<file path="src/rtl/index_to_sequence_unranker_assert.svh">
`ifndef INDEX_TO_SEQUENCE_UNRANKER_ASSERT_SVH
`define INDEX_TO_SEQUENCE_UNRANKER_ASSERT_SVH

// Same-cycle implication, sampled on clk, off during reset
`define ITSU_ASSERT_SAME(lbl, ante, cons, msg) \
	lbl: assert property (@(posedge clk) disable iff (!arst_n) (ante) |-> (cons)) \
		else $error(msg);

// Next-cycle implication, sampled on clk, off during reset
`define ITSU_ASSERT_NEXT(lbl, ante, cons, msg) \
	lbl: assert property (@(posedge clk) disable iff (!arst_n) (ante) |=> (cons)) \
		else $error(msg);

`endif

</file>
<file path="src/rtl/itsu_pkg.sv">
package itsu_pkg;

	localparam int INDEX_WIDTH = 32;
	localparam int IDX_IN_W    = 32;
	localparam int ELEM_W      = 17;
	localparam int MAX_RESULTS = 7;

	localparam int SQ_W   = ((INDEX_WIDTH + 6) / 4) * 4;
	localparam int ROOT_W = SQ_W / 2;
	localparam int K_W    = ROOT_W - 1;
	localparam int ROUNDS = ROOT_W / 2;
	localparam int RND_W  = $clog2(ROUNDS + 1);
	localparam int CNT_W  = $clog2(MAX_RESULTS);

	typedef enum logic [2:0] {
		ST_IDLE,
		ST_START,
		ST_ROOT,
		ST_FIN,
		ST_EMIT
	} state_t;

	typedef struct packed {
		logic load;
		logic start;
		logic step;
		logic fin;
	} cmd_t;

	typedef struct packed {
		logic index_zero;
		logic root_done;
		logic last;
	} sts_t;

endpackage

</file>
<file path="src/rtl/itsu_dp.sv">
module itsu_dp (
	input  logic                         clk,
	input  logic                         arst_n,
	input  itsu_pkg::cmd_t               cmd,
	output itsu_pkg::sts_t               sts,
	input  logic [itsu_pkg::IDX_IN_W-1:0] index,
	output logic [itsu_pkg::ELEM_W-1:0]  element,
	output logic                         last,
	output logic                         empty_res
);

	localparam int IW = itsu_pkg::INDEX_WIDTH;
	localparam int SW = itsu_pkg::SQ_W;
	localparam int RW = itsu_pkg::ROOT_W;
	localparam int KW = itsu_pkg::K_W;

	logic [IW-1:0]                  head_q;
	logic [SW-1:0]                  x_q;
	logic [RW-1:0]                  q_q;
	logic [RW+1:0]                  rem_q;
	logic [itsu_pkg::RND_W-1:0]     rnd_q;
	logic [itsu_pkg::CNT_W-1:0]     cnt_q;
	logic [itsu_pkg::ELEM_W-1:0]    elem_q;
	logic                           last_q;
	logic                           empty_q;

	logic [IW-1:0]   idx_w;
	logic [IW-1:0]   n_w;
	logic [RW+1:0]   rem1, trial1, rem_a, rem2, trial2, rem_b;
	logic            ge1, ge2;
	logic [RW-1:0]   q_a, q_b;
	logic            s_odd;
	logic [KW-1:0]   k_val;
	logic [RW+2:0]   rsum;
	logic [KW-1:0]   rest;
	logic [IW-1:0]   head_nxt;
	logic            fin_last;

	always_comb begin
		idx_w  = IW'(index);
		n_w    = head_q - IW'(1);

		rem1   = {rem_q[RW-1:0], x_q[SW-1 -: 2]};
		trial1 = {q_q, 2'b01};
		ge1    = rem1 >= trial1;
		rem_a  = ge1 ? rem1 - trial1 : rem1;
		q_a    = {q_q[RW-2:0], ge1};

		rem2   = {rem_a[RW-1:0], x_q[SW-3 -: 2]};
		trial2 = {q_a, 2'b01};
		ge2    = rem2 >= trial2;
		rem_b  = ge2 ? rem2 - trial2 : rem2;
		q_b    = {q_a[RW-2:0], ge2};

		s_odd  = q_q[0];
		k_val  = s_odd ? q_q[RW-1:1] : q_q[RW-1:1] - KW'(1);
		rsum   = (RW+3)'(rem_q);
		if (!s_odd) begin
			rsum = rsum + (RW+3)'({k_val, 2'b00}) + (RW+3)'(3);
		end
		rest     = rsum[KW+2:3];
		head_nxt = (rest <= k_val) ? IW'(k_val - rest) : '0;
		fin_last = (head_nxt == '0) ||
			(cnt_q == itsu_pkg::CNT_W'(itsu_pkg::MAX_RESULTS - 1));
	end

	always_ff @(posedge clk or negedge arst_n) begin
		if (!arst_n) begin
			rnd_q <= '0;
			cnt_q <= '0;
		end else begin
			if (cmd.load) begin
				cnt_q <= '0;
			end else if (cmd.fin) begin
				cnt_q <= cnt_q + itsu_pkg::CNT_W'(1);
			end
			if (cmd.start) begin
				rnd_q <= '0;
			end else if (cmd.step) begin
				rnd_q <= rnd_q + itsu_pkg::RND_W'(1);
			end
		end
	end

	always_ff @(posedge clk) begin
		if (cmd.load) begin
			head_q  <= idx_w;
			elem_q  <= '0;
			last_q  <= 1'b1;
			empty_q <= 1'b1;
		end
		if (cmd.start) begin
			x_q   <= SW'({n_w, 3'b001});
			q_q   <= '0;
			rem_q <= '0;
		end
		if (cmd.step) begin
			x_q   <= x_q << 4;
			q_q   <= q_b;
			rem_q <= rem_b;
		end
		if (cmd.fin) begin
			head_q  <= head_nxt;
			elem_q  <= itsu_pkg::ELEM_W'(rest);
			last_q  <= fin_last;
			empty_q <= 1'b0;
		end
	end

	assign sts.index_zero = (idx_w == '0);
	assign sts.root_done  = (rnd_q == itsu_pkg::RND_W'(itsu_pkg::ROUNDS));
	assign sts.last       = last_q;
	assign element        = elem_q;
	assign last           = last_q;
	assign empty_res      = empty_q;

`include "index_to_sequence_unranker_assert.svh"

	`ITSU_ASSERT_SAME(a_empty_alone, empty_q, last_q && (elem_q == '0), "empty beat not final")
	`ITSU_ASSERT_SAME(a_fin_after_root, cmd.fin, sts.root_done, "finish before root done")
	`ITSU_ASSERT_SAME(a_cnt_range, 1'b1, cnt_q <= itsu_pkg::CNT_W'(itsu_pkg::MAX_RESULTS), "too many beats")

endmodule

</file>
<file path="src/rtl/itsu_ctrl.sv">
module itsu_ctrl (
	input  logic           clk,
	input  logic           arst_n,
	input  logic           in_valid,
	output logic           in_stall,
	output logic           out_valid,
	input  logic           out_stall,
	input  itsu_pkg::sts_t sts,
	output itsu_pkg::cmd_t cmd
);

	itsu_pkg::state_t state_q, state_d;

	always_ff @(posedge clk or negedge arst_n) begin
		if (!arst_n) begin
			state_q <= itsu_pkg::ST_IDLE;
		end else begin
			state_q <= state_d;
		end
	end

	always_comb begin
		state_d   = state_q;
		cmd       = '0;
		in_stall  = 1'b1;
		out_valid = 1'b0;
		unique case (state_q)
			itsu_pkg::ST_IDLE: begin
				in_stall = 1'b0;
				if (in_valid) begin
					cmd.load = 1'b1;
					state_d  = sts.index_zero ? itsu_pkg::ST_EMIT : itsu_pkg::ST_START;
				end
			end
			itsu_pkg::ST_START: begin
				cmd.start = 1'b1;
				state_d   = itsu_pkg::ST_ROOT;
			end
			itsu_pkg::ST_ROOT: begin
				if (sts.root_done) begin
					state_d = itsu_pkg::ST_FIN;
				end else begin
					cmd.step = 1'b1;
				end
			end
			itsu_pkg::ST_FIN: begin
				cmd.fin = 1'b1;
				state_d = itsu_pkg::ST_EMIT;
			end
			itsu_pkg::ST_EMIT: begin
				out_valid = 1'b1;
				if (!out_stall) begin
					state_d = sts.last ? itsu_pkg::ST_IDLE : itsu_pkg::ST_START;
				end
			end
			default: begin
				state_d = itsu_pkg::ST_IDLE;
			end
		endcase
	end

`include "index_to_sequence_unranker_assert.svh"

	`ITSU_ASSERT_NEXT(a_last_to_idle, out_valid && !out_stall && sts.last, state_q == itsu_pkg::ST_IDLE, "no idle after final beat")

endmodule

</file>
<file path="src/rtl/index_to_sequence_unranker.sv">
// channel | handshake           | payload
// in      | in_valid / in_stall   | index[31:0]
// out     | out_valid / out_stall | element[16:0], last, empty_res
//
// Each element runs setup, 9 root rounds (two root bits per
// round in the shared square-root datapath), one check, finish, one output beat.
// An index gives up to 7 beats; index zero skips the root rounds and gives one empty beat.
// One index is in flight at a time; in_stall is high until the final beat leaves.
// out_stall holds the current beat and freezes the sequencer.
// arst_n clears the sequencer and counters; no clearing pass.
module index_to_sequence_unranker (
	input  logic                          clk,
	input  logic                          arst_n,
	input  logic                          in_valid,
	output logic                          in_stall,
	input  logic [itsu_pkg::IDX_IN_W-1:0] index,
	output logic                          out_valid,
	input  logic                          out_stall,
	output logic [itsu_pkg::ELEM_W-1:0]   element,
	output logic                          last,
	output logic                          empty_res
);

	itsu_pkg::cmd_t cmd;
	itsu_pkg::sts_t sts;

	itsu_ctrl u_ctrl (
		.clk       (clk),
		.arst_n    (arst_n),
		.in_valid  (in_valid),
		.in_stall  (in_stall),
		.out_valid (out_valid),
		.out_stall (out_stall),
		.sts       (sts),
		.cmd       (cmd)
	);

	itsu_dp u_dp (
		.clk       (clk),
		.arst_n    (arst_n),
		.cmd       (cmd),
		.sts       (sts),
		.index     (index),
		.element   (element),
		.last      (last),
		.empty_res (empty_res)
	);

endmodule

</file>
<file path="config.mk">
export PLATFORM = sky130hd
export DESIGN_NAME = index_to_sequence_unranker
export DESIGN_NICKNAME = d
export VERILOG_FILES = /design/src/rtl/itsu_pkg.sv /design/src/rtl/itsu_dp.sv /design/src/rtl/itsu_ctrl.sv /design/src/rtl/index_to_sequence_unranker.sv
export VERILOG_INCLUDE_DIRS = /design/src /design/src/rtl
export SDC_FILE = /design/constraint.sdc
export NUM_CORES = 1
export LEC_CHECK = 0
export BUFFER_PORTS_ARGS = -buffer_cell sky130_fd_sc_hd__buf_2
export CORE_MARGIN = 4
export CORE_UTILIZATION = 40
export DETAILED_ROUTE_END_ITERATION = 12
export GPL_ROUTABILITY_DRIVEN = 0
export PLACE_DENSITY_LB_ADDON = 0.25
export SETUP_SLACK_MARGIN = 0.05
export SYNTH_ARGS = -nofsm -noshare
export SYNTH_HDL_FRONTEND = slang
export SYNTH_SLANG_ARGS = --single-unit
</file>
<file path="constraint.sdc">
create_clock -name clk -period 8.9 [get_ports clk]
set_clock_uncertainty 0.05 [all_clocks]
set_input_delay 1.78 -clock clk [delete_from_list [all_inputs] [get_ports clk]]
set_output_delay 1.78 -clock clk [all_outputs]
set_load 0.02 [all_outputs]
</file>
==> impl_metrics.yaml, run 1 <==
outcome:
  outcome: "completed"
drt:
  number_of_remaining_drc_errors: 0
  detail_route.wirelength_um: 25700
  vias_post_dr: 8146
  first_pass_iters: 5
  vias_per_cell: 5.55
  drt.antenna.violating_nets: 0
  post_drt_wl_per_cell_um: 17.5
  detail_route.iter0.violations: 631
worst_setup_path:
  end_kind: "flip-flop"
  setup.worst_path.start_class: "flip-flop"
  path_class: "flip-flop to flip-flop"
  critical_path_buf_inv_count: 2
  timing.critical_path.mode_cell: "sky130_fd_sc_hd__a21oi_1"
  critical_path_rt_ns: 9.03
  critical_path.top_delay_family: "compound AO/OA/AOI/OAI gates"
  crit_path_cell_trace: "buf_4, clkinv_1, mux2i_1, ha_1, o21a_1, o2111a_1, o21ai_0, a21oi_1, a21oi_1, xor2_1, nor2_1, a21oi_1, ha_1, a21oi_1, nor2b_1, o21ai_0, nand2b_1, and2_1, a211oi_1, a2bb2oi_1, a311oi_2, a32o_1"
  path_max_fanout: 32
  cp_slowest_cell: "sky130_fd_sc_hd__clkinv_1"
  delay_of_the_slowest_cell_on_the_worst_path_ns: 0.55
  worst-endpoint-arrival_ns: 6.62
  reg2reg_setup_slack_ns: 2.41
placement:
  port-buffer-count: 56
  dp_hpwl_um: 19600
  place_ws_ns: 2.45
timing:
  layout_min_cycle_time_ns: 6.49
  setup_viol_count_final: 0
  finalSetupTns_ns: 0
  final_max_slew_viol_count: 0
  hold_viol: 0
  finalHoldWorstSlack_ns: 0.418
  max-slew-margin-rel: 0.265
  final_min_period_over_clock_period: 0.730
  tightestPinTransition_ns: 1.07
  max_freq_mhz: 154
  grt_setup_unrepaired: "no"
  fin_ws_ns: 2.41
logic_synthesis:
  postSynthRegisterBits: 133
  synth_nets: 1201
  ys_dominant_reg_cell: "sky130_fd_sc_hd__edfxtp_1"
  seq_area_frac_synth: 0.395
  async_reset_ff_frac: 0.0752
  syn_avg_cell_area_sq_um: 9.16
  synth-edff-count: 120
  netlist-cell-type-count: 72
  syn-cell-area_sq_um: 9920
  post_synth_inst_count: 1083
  yosys_warnings: 0
die:
  dieArea_sq_um: 27400
  fp.dieH_um: 165
  std_cell_rows: 57
  ios: 57
  fp.coreArea_sq_um: 24300
  start_util: 0.408
  dieWidth_um: 165
grt:
  grt_start_max_net_pins: 71
  number_of_antenna_violations_at_the_first_check_in_global_routing: 0
  number_of_global_route_vias_before_repair: 7800
  grt-ovfl-total: 0
  grt_pass1_wl_um: 41000
  grt_use_total: 0.192
cts:
  cts_repair_resize_count: 0
  cts_num_sinks: 133
  clock_tree.buffer_depth: 2
  clk-insertion-delay-late_ns: 0.43
  worst_setup_hold_path_clk_slew_ns: 0.06
  cts_post_setup_buffers_inserted: 0
  cts_tree: "done"
  clockRootBuffer: "sky130_fd_sc_hd__clkbuf_16"
  cts-buffers-inserted: 17
  cts_hold_buf: 0
  htree_levels: 4
min_path:
  min_path_type: "flip-flop to flip-flop"
layout:
  finalCoreUtilization: 0.458
  n_antenna_cell: 0
  final_layout_size_suffix_gt1_frac: 0.0987
  most-common-layout-cells: "sky130_fd_sc_hd__nor2_1 (127), sky130_fd_sc_hd__edfxtp_1 (120), sky130_fd_sc_hd__nand2_1 (117)"
  syn2layout_area_growth_pct: 12.4
  mostFrequentLayoutCell: "sky130_fd_sc_hd__nor2_1"
  nNetsFinal: 1250
  num-fill-cells: 2342
run:
  max-cap-violations: 0
[routing by layer]
metal | GRT usage | vias to the layer above | part of all wire
met4 | 0.0491 | 0 | 0.013
met1 | 0.256 | 3888 | 0.46
met5 | 0 | - | 0
met2 | 0.330 | 137 | 0.49
met3 | 0.0251 | 23 | 0.034
li1 | - | 4098 | -
[through the flow]
step,cells,cell area [sq um]
final,1469,11100
after global routing,1469,11100
after CTS,1469,11100
after detailed placement,1437,10600
after global placement,1437,10600
after floorplan,1083,9920
[state kept, by name (all words and copies together), names as in the netlist]
register        flops
u_dp.rnd_q          4
u_dp.last           1
u_dp.empty_res      1
u_dp.q_q           18
u_dp.x_q           34
u_ctrl.state_q      3
u_dp.cnt_q          3
u_dp.rem_q         20
u_dp.head_q        32
u_dp.element       17
[final timing paths]
path | from | depth (start not counted) | to
hold / removal | u_dp.empty_res$_SDFFE_PP0P_ | 2 | u_dp.empty_res$_SDFFE_PP0P_
setup reg to reg | u_dp.q_q[0]$_SDFFCE_PN0P_ | 22 | u_dp.head_q[5]$_DFFE_PP_
max in group asynchronous | arst_n | 1 | u_dp.rnd_q[2]$_DFFE_PN0P_
hold reg to reg | u_dp.empty_res$_SDFFE_PP0P_ | 2 | u_dp.empty_res$_SDFFE_PP0P_
min in group asynchronous | arst_n | 1 | u_dp.rnd_q[3]$_DFFE_PN0P_
setup / recovery | u_dp.q_q[0]$_SDFFCE_PN0P_ | 22 | u_dp.head_q[5]$_DFFE_PP_
[tightest hold or removal path, stage by stage (launching register included)]
cell,delay (ns)
sky130_fd_sc_hd__dfxtp_1,0.32
sky130_fd_sc_hd__nor2_1,0.04
sky130_fd_sc_hd__nor2_1,0.07
[Yosys cell counts, drive strengths merged, types with 4 or more instances]
cell type | count | area share
nand3 | 24 | 0.012
ha | 81 | 0.10
nor2 | 127 | 0.048
nor2b | 10 | 0.0063
o31ai | 6 | 0.0045
a22o | 15 | 0.013
inv | 47 | 0.018
a31oi | 4 | 0.0025
or4 | 7 | 0.0053
xnor2 | 70 | 0.062
nor3 | 38 | 0.019
a211oi | 11 | 0.0083
dfrtp | 10 | 0.025
nand2 | 118 | 0.045
nor4 | 22 | 0.014
a21o | 23 | 0.017
buf | 4 | 0.0018
o21ai | 69 | 0.035
nand2b | 9 | 0.0057
o31a | 5 | 0.0044
mux2i | 14 | 0.014
clkbuf | 32 | 0.012
o21a | 19 | 0.014
and3 | 8 | 0.0050
nor3b | 6 | 0.0045
and2 | 7 | 0.0044
a21oi | 64 | 0.033
a2111oi | 4 | 0.0035
or3 | 6 | 0.0038
nand4 | 9 | 0.0057
o21bai | 7 | 0.0053
xor2 | 26 | 0.023
edfxtp | 120 | 0.36
[final cells by class]
cell class	count	area, sq um	area share
Clock buffer	17	425	0.0382
Tap cell	324	405	0.0364
Timing Repair Buffer	66	355	0.0319
Multi-Input combinational cell	866	5710	0.512
Sequential cell	133	3910	0.351
Clock inverter	15	155	0.0139
Inverter	48	180	0.0162
[logic make-up (layout without fill, tap and decap cells)]
| family | after synthesis | after routing | synth area share |
|---|---|---|---|
| buffers and inverters | 84 | 146 | 0.0321 |
| and+or+nand+nor | 407 | 407 | 0.192 |
| adders and majority gates | 82 | 82 | 0.104 |
| AOI/OAI and AO/OA | 266 | 266 | 0.177 |
| xor gates and xnor gates | 96 | 96 | 0.0848 |
| muxes | 15 | 15 | 0.0153 |
| DFF | 133 | 133 | 0.395 |
Power of run 1 is left out: the tool's default activity adds up to more than one toggle a clock period on the data nets, which glitch-free logic cannot reach.
==> run 2: changes to the inputs <==
==> constraint.sdc (replaced) <==
create_clock -name clk -period 5.7 [get_ports clk]
set_clock_uncertainty 0.05 [all_clocks]
set_input_delay 1.14 -clock clk [delete_from_list [all_inputs] [get_ports clk]]
set_output_delay 1.14 -clock clk [all_outputs]
set_load 0.02 [all_outputs]
==> run 2 against run 1 <==
  * Sequential share of layout area is 1.2 points lower
  * Final cell count grew 2.9%
  * Die area did not move
  * Highest routed layer unchanged
  * Wire length increased by 0.82%
  * Critical path depth shrank 2
  * Non-clock buffer count increased by 42
  * Core utilization up 1.6 points
==> impl_metrics.yaml, run 2 (same netlist as run 1, synthesis figures left out) <==
cts:
  htree_levels: 4
  cts_num_sinks: 133
  cts-buffers-inserted: 17
  worst_setup_hold_path_clk_slew_ns: 0.07
  clock_tree.buffer_depth: 2
  clk-insertion-delay-late_ns: 0.44
  cts_hold_buf: 0
  clockRootBuffer: "sky130_fd_sc_hd__clkbuf_16"
  cts_tree: "done"
drt:
  first_pass_iters: 5
  vias_per_cell: 5.48
  number_of_remaining_drc_errors: 0
  detail_route.iter0.violations: 679
  drt.antenna.violating_nets: 0
  detail_route.wirelength_um: 25900
  post_drt_wl_per_cell_um: 17.1
  vias_post_dr: 8274
timing:
  grt_setup_unrepaired: "yes"
  max-slew-margin-rel: 0.229
  final_min_period_over_clock_period: 0.963
  setup_viol_count_final: 0
  final_max_slew_viol_count: 0
  fin_ws_ns: 0.213
  finalSetupTns_ns: 0
  layout_min_cycle_time_ns: 5.49
  tightestPinTransition_ns: 1.16
  hold_viol: 0
  max_freq_mhz: 182
layout:
  flip_flop_count_of_the_largest_register_after_layout: 34
  layout.cells.non_filler: 1511
  most-common-layout-cells: "sky130_fd_sc_hd__nor2_1 (127), sky130_fd_sc_hd__edfxtp_1 (120), sky130_fd_sc_hd__nand2_1 (117)"
  final_design_area_no_fill_sq_um: 11500
  syn2layout_area_growth_pct: 16.3
  n_antenna_cell: 0
  nNetsFinal: 1292
  regMostFlops: "u_dp.x_q"
  num-fill-cells: 2323
  top_regs: "u_dp.x_q x34, u_dp.head_q x32, u_dp.rem_q x20"
  final_layout_size_suffix_gt1_frac: 0.142
  mostFrequentLayoutCell: "sky130_fd_sc_hd__nor2_1"
worst_setup_path:
  r2r.worst_path.cells: 20
  timing.critical_path.from: "u_dp.q_q[0]$_SDFFCE_PN0P_"
  worst_r2r_endpoint: "u_dp.last$_SDFFCE_PN1P_"
  crit_end: "u_dp.last$_SDFFCE_PN1P_"
  end_kind: "flip-flop"
  worst-endpoint-arrival_ns: 5.71
  path_max_fanout: 6
  worst_r2r_startpoint: "u_dp.q_q[0]$_SDFFCE_PN0P_"
  setup.worst_path.start_class: "flip-flop"
  reg2reg_setup_slack_ns: 0.21
  critical_path_rt_ns: 5.93
  path_class: "flip-flop to flip-flop"
grt:
  grt-ovfl-total: 0
  grt_use_total: 0.190
  grt_start_max_net_pins: 71
  grt_pass1_wl_um: 40800
  number_of_antenna_violations_at_the_first_check_in_global_routing: 0
  number_of_global_route_vias_before_repair: 7794
die:
  std_cell_rows: 57
  fp.coreArea_sq_um: 24300
  ios: 57
  start_util: 0.408
  fp.dieH_um: 165
  dieArea_sq_um: 27400
  dieWidth_um: 165
placement:
  post_detailed_placement_cell_area_sq_um: 10800
  place_ws_ns: 0.0760
  port-buffer-count: 56
  dp_hpwl_um: 19800
  place_inst: 1470
outcome:
  outcome: "completed"
run:
  max-cap-violations: 0
min_path:
  min_path_type: "flip-flop to flip-flop"
## run 2: cell count changes in the layout (fill, tap and decap cells not counted), sizes merged
cell / delta
buf: +42
clkinv: -3
inv: +3
## run 2: repair_timing
action                     CTS  global route
resized for setup            0            16
setup buffers                0             9
setup endpoints to repair    0            53
## run 2: metrics by stage
step,hold slack [ns],util
6_report,0.407,0.474
5_1_grt,0.437,0.474
4_1_cts,0.409,0.469
3_5_place_dp,0.400,0.445
3_3_place_gp,0.391,0.445
2_1_floorplan,0.382,-
## run 2: worst min path at each step
stage                        startpoint                  endpoint  slack, ns  depth (start not counted)
6_report       u_dp.x_q[0]$_SDFFE_PP0P_  u_dp.x_q[0]$_SDFFE_PP0P_       0.41                          2
5_1_grt        u_dp.x_q[0]$_SDFFE_PP0P_  u_dp.x_q[0]$_SDFFE_PP0P_       0.44                          2
4_1_cts        u_dp.x_q[0]$_SDFFE_PP0P_  u_dp.x_q[0]$_SDFFE_PP0P_       0.41                          2
3_5_place_dp   u_dp.x_q[0]$_SDFFE_PP0P_  u_dp.x_q[0]$_SDFFE_PP0P_       0.40                          2
3_3_place_gp   u_dp.x_q[0]$_SDFFE_PP0P_  u_dp.x_q[0]$_SDFFE_PP0P_       0.39                          2
2_1_floorplan  u_dp.x_q[0]$_SDFFE_PP0P_  u_dp.x_q[0]$_SDFFE_PP0P_       0.38                          2
## run 2: routing by layer
layer	vias to the layer above	GRT usage	share of wire
li1	4168	-	-
met1	3896	0.253	0.46
met2	182	0.326	0.48
met3	28	0.0278	0.041
met4	0	0.0461	0.014
met5	-	0	0
## run 2: area by class of cell
type | count | area, sq um | share of cell area
clock inverter | 15 | 153 | 0.0132
timing repair buffer | 108 | 683 | 0.0593
sequential | 133 | 3910 | 0.340
tap | 324 | 405 | 0.0352
multi-input combinational | 866 | 5770 | 0.500
inverter | 48 | 180 | 0.0156
clock buffer | 17 | 425 | 0.0369
## run 2: worst max-delay path, stage by stage (launching register included)
cell	delay [ns]
sky130_fd_sc_hd__edfxtp_1	0.42
sky130_fd_sc_hd__buf_4	0.18
sky130_fd_sc_hd__xnor2_1	0.27
sky130_fd_sc_hd__ha_1	0.30
sky130_fd_sc_hd__o21a_1	0.13
sky130_fd_sc_hd__o21a_1	0.22
sky130_fd_sc_hd__o2111a_1	0.30
sky130_fd_sc_hd__o31a_1	0.34
sky130_fd_sc_hd__o21a_1	0.19
sky130_fd_sc_hd__o21ai_0	0.14
sky130_fd_sc_hd__o21ai_0	0.17
sky130_fd_sc_hd__ha_1	0.42
sky130_fd_sc_hd__o21a_1	0.15
sky130_fd_sc_hd__nor2_1	0.05
sky130_fd_sc_hd__a211oi_2	0.26
sky130_fd_sc_hd__o21a_1	0.24
sky130_fd_sc_hd__a221oi_1	0.13
sky130_fd_sc_hd__or4_1	0.53
sky130_fd_sc_hd__a2111o_1	0.28
sky130_fd_sc_hd__or4_1	0.42
sky130_fd_sc_hd__o211ai_2	0.14
Power of run 2 is left out for the same reason.
==> run 3: changes to the inputs <==
--- a/config.mk
+++ b/config.mk
@@ -11,7 +11,7 @@
 export CORE_UTILIZATION = 40
 export DETAILED_ROUTE_END_ITERATION = 12
 export GPL_ROUTABILITY_DRIVEN = 0
-export PLACE_DENSITY_LB_ADDON = 0.25
+export PLACE_DENSITY_LB_ADDON = 0.3
 export SETUP_SLACK_MARGIN = 0.05
 export SYNTH_ARGS = -nofsm -noshare
 export SYNTH_HDL_FRONTEND = slang
==> run 3 against run 2 <==
  * Wire length shrank 0.81%
  * First-iteration DRC count fell by 7.5%
  * Critical path depth decreased by 2
  * Die area stayed put
  * Critical path type unchanged
  * Final cell count is 0.33% lower
  * Largest cell class unchanged
  * Worst hold slack improved by 0.010 ns
  * Global-route usage shrank 0.064 points
==> impl_metrics.yaml, run 3 (same netlist as run 1, synthesis figures left out) <==
cts:
  clockRootBuffer: "sky130_fd_sc_hd__clkbuf_16"
  cts_tree: "done"
  clock_tree.buffer_depth: 2
  htree_levels: 4
  cts-buffers-inserted: 17
  cts_num_sinks: 133
  worst_setup_hold_path_clk_slew_ns: 0.07
  clk-insertion-delay-late_ns: 0.43
drt:
  vias_per_cell: 5.54
  number_of_remaining_drc_errors: 0
  detailed_route_wirelength_on_metal3_um: 1170
  routed_metal_1_wirelength_um: 11300
  highest-signal-layer: "met4"
  wl_met2_um: 12700
  post_drt_wl_per_cell_um: 17.1
  vias_post_dr: 8343
  detail_route.wirelength_um: 25700
  first_pass_iters: 5
  drt.antenna.violating_nets: 0
  detail_route.iter0.violations: 628
layout:
  mostFrequentLayoutCell: "sky130_fd_sc_hd__nor2_1"
  nNetsFinal: 1287
  top_regs: "u_dp.x_q x34, u_dp.head_q x32, u_dp.rem_q x20"
  flip_flop_count_of_the_largest_register_after_layout: 34
  final_layout_size_suffix_gt1_frac: 0.145
  most-common-layout-cells: "sky130_fd_sc_hd__nor2_1 (127), sky130_fd_sc_hd__edfxtp_1 (120), sky130_fd_sc_hd__nand2_1 (117)"
  syn2layout_area_growth_pct: 16.6
  regMostFlops: "u_dp.x_q"
  n_antenna_cell: 0
die:
  ios: 57
  std_cell_rows: 57
  fp.dieH_um: 165
  fp.coreArea_sq_um: 24300
  dieArea_sq_um: 27400
  dieWidth_um: 165
  start_util: 0.408
timing:
  fin_ws_ns: 0.317
  max_freq_mhz: 186
  layout_min_cycle_time_ns: 5.38
  tightestPinTransition_ns: 1.16
  grt_setup_unrepaired: "yes"
  final_min_period_over_clock_period: 0.944
  max-slew-margin-rel: 0.224
  hold_viol: 0
  setup_viol_count_final: 0
  final_max_slew_viol_count: 0
placement:
  port-buffer-count: 56
  place_ws_ns: 0.105
  dp_hpwl_um: 19700
worst_setup_path:
  critical_path_rt_ns: 5.93
  end_kind: "flip-flop"
  worst-endpoint-arrival_ns: 5.62
  setup.worst_path.start_class: "flip-flop"
  path_class: "flip-flop to flip-flop"
  path_max_fanout: 4
outcome:
  outcome: "completed"
grt:
  grt_pass1_wl_um: 40500
  grt_start_max_net_pins: 52
  number_of_global_route_vias_before_repair: 7980
  number_of_antenna_violations_at_the_first_check_in_global_routing: 0
  grt-ovfl-total: 0
  grt_use_total: 0.189
min_path:
  min_path_type: "flip-flop to flip-flop"
run:
  max-cap-violations: 0
[run 3: cell types whose count changed in the layout (fill, tap and decap cells not counted), moves of 2 or more]
cell and change:
sky130_fd_sc_hd__buf_4 -6, sky130_fd_sc_hd__a21oi_1 -4, sky130_fd_sc_hd__a21oi_2 +4, sky130_fd_sc_hd__clkinv_4 -2, sky130_fd_sc_hd__inv_1 -2, sky130_fd_sc_hd__inv_2 +2
sky130_fd_sc_hd__nor3_1 -2, sky130_fd_sc_hd__nor3_2 +2
[run 3: timing repair]
item / 4_1_cts / 5_1_grt
buffers inserted: 0 / 9
hold buffers: 0 / 0
resized for setup: 0 / 26
endpoints found under the setup margin: 0 / 47
[run 3: per-layer routing]
metal	global-route usage	vias up
met3	0.0290	25
met2	0.326	173
met4	0.0611	0
li1	-	4149
met1	0.244	3996
met5	0	-
[run 3: worst paths after layout]
kind | start | to | slack [ns] | cells past startpoint
setup / recovery | u_dp.q_q[0]$_SDFFCE_PN0P_ | u_dp.last$_SDFFCE_PN1P_ | 0.32 | 18
hold / removal | u_dp.empty_res$_SDFFE_PP0P_ | u_dp.empty_res$_SDFFE_PP0P_ | 0.42 | 2
setup reg to reg | u_dp.q_q[0]$_SDFFCE_PN0P_ | u_dp.last$_SDFFCE_PN1P_ | 0.32 | 18
hold reg to reg | u_dp.empty_res$_SDFFE_PP0P_ | u_dp.empty_res$_SDFFE_PP0P_ | 0.42 | 2
max in group asynchronous | arst_n | u_dp.cnt_q[0]$_DFFE_PN0P_ | 4.87 | 1
min in group asynchronous | arst_n | u_ctrl.state_q[1]$_DFFE_PN0P_ | 0.52 | 1
[run 3: final cells by class]
type,count,area [sq um]
Clock buffer,17,425
Inverter,48,180
Tap cell,324,405
Timing Repair Buffer,103,658
Sequential cell,133,3910
Fill cell,2287,12800
Multi-Input combinational cell,866,5800
Clock inverter,15,178
[run 3: stage by stage]
stage	utilization	instances	setup TNS, ns	instance area [sq um]	hold WS (ns)
6_report	0.475	1506	0	11600	0.417
5_1_grt	0.475	1506	-0.00600	11600	0.441
4_1_cts	0.469	1497	0	11400	0.413
3_5_place_dp	0.444	1465	0	10800	0.400
3_3_place_gp	0.444	1465	0	10800	0.392
2_1_floorplan	-	1083	0	9920	0.382
[run 3: worst max-delay path: stages, from the launching register on]
cell,delay [ns]
sky130_fd_sc_hd__edfxtp_1,0.42
sky130_fd_sc_hd__buf_4,0.18
sky130_fd_sc_hd__xnor2_1,0.25
sky130_fd_sc_hd__ha_1,0.28
sky130_fd_sc_hd__o21a_1,0.12
sky130_fd_sc_hd__o21a_1,0.21
sky130_fd_sc_hd__o21a_1,0.21
sky130_fd_sc_hd__o21a_1,0.19
sky130_fd_sc_hd__o31a_1,0.31
sky130_fd_sc_hd__ha_1,0.34
sky130_fd_sc_hd__a21o_1,0.21
sky130_fd_sc_hd__a21oi_2,0.20
sky130_fd_sc_hd__xnor2_1,0.11
sky130_fd_sc_hd__or4b_1,0.52
sky130_fd_sc_hd__a2111o_1,0.39
sky130_fd_sc_hd__or4_1,0.40
sky130_fd_sc_hd__a2111o_1,0.29
sky130_fd_sc_hd__or4_1,0.42
sky130_fd_sc_hd__o211ai_2,0.14
Power of run 3 is left out for the same reason.
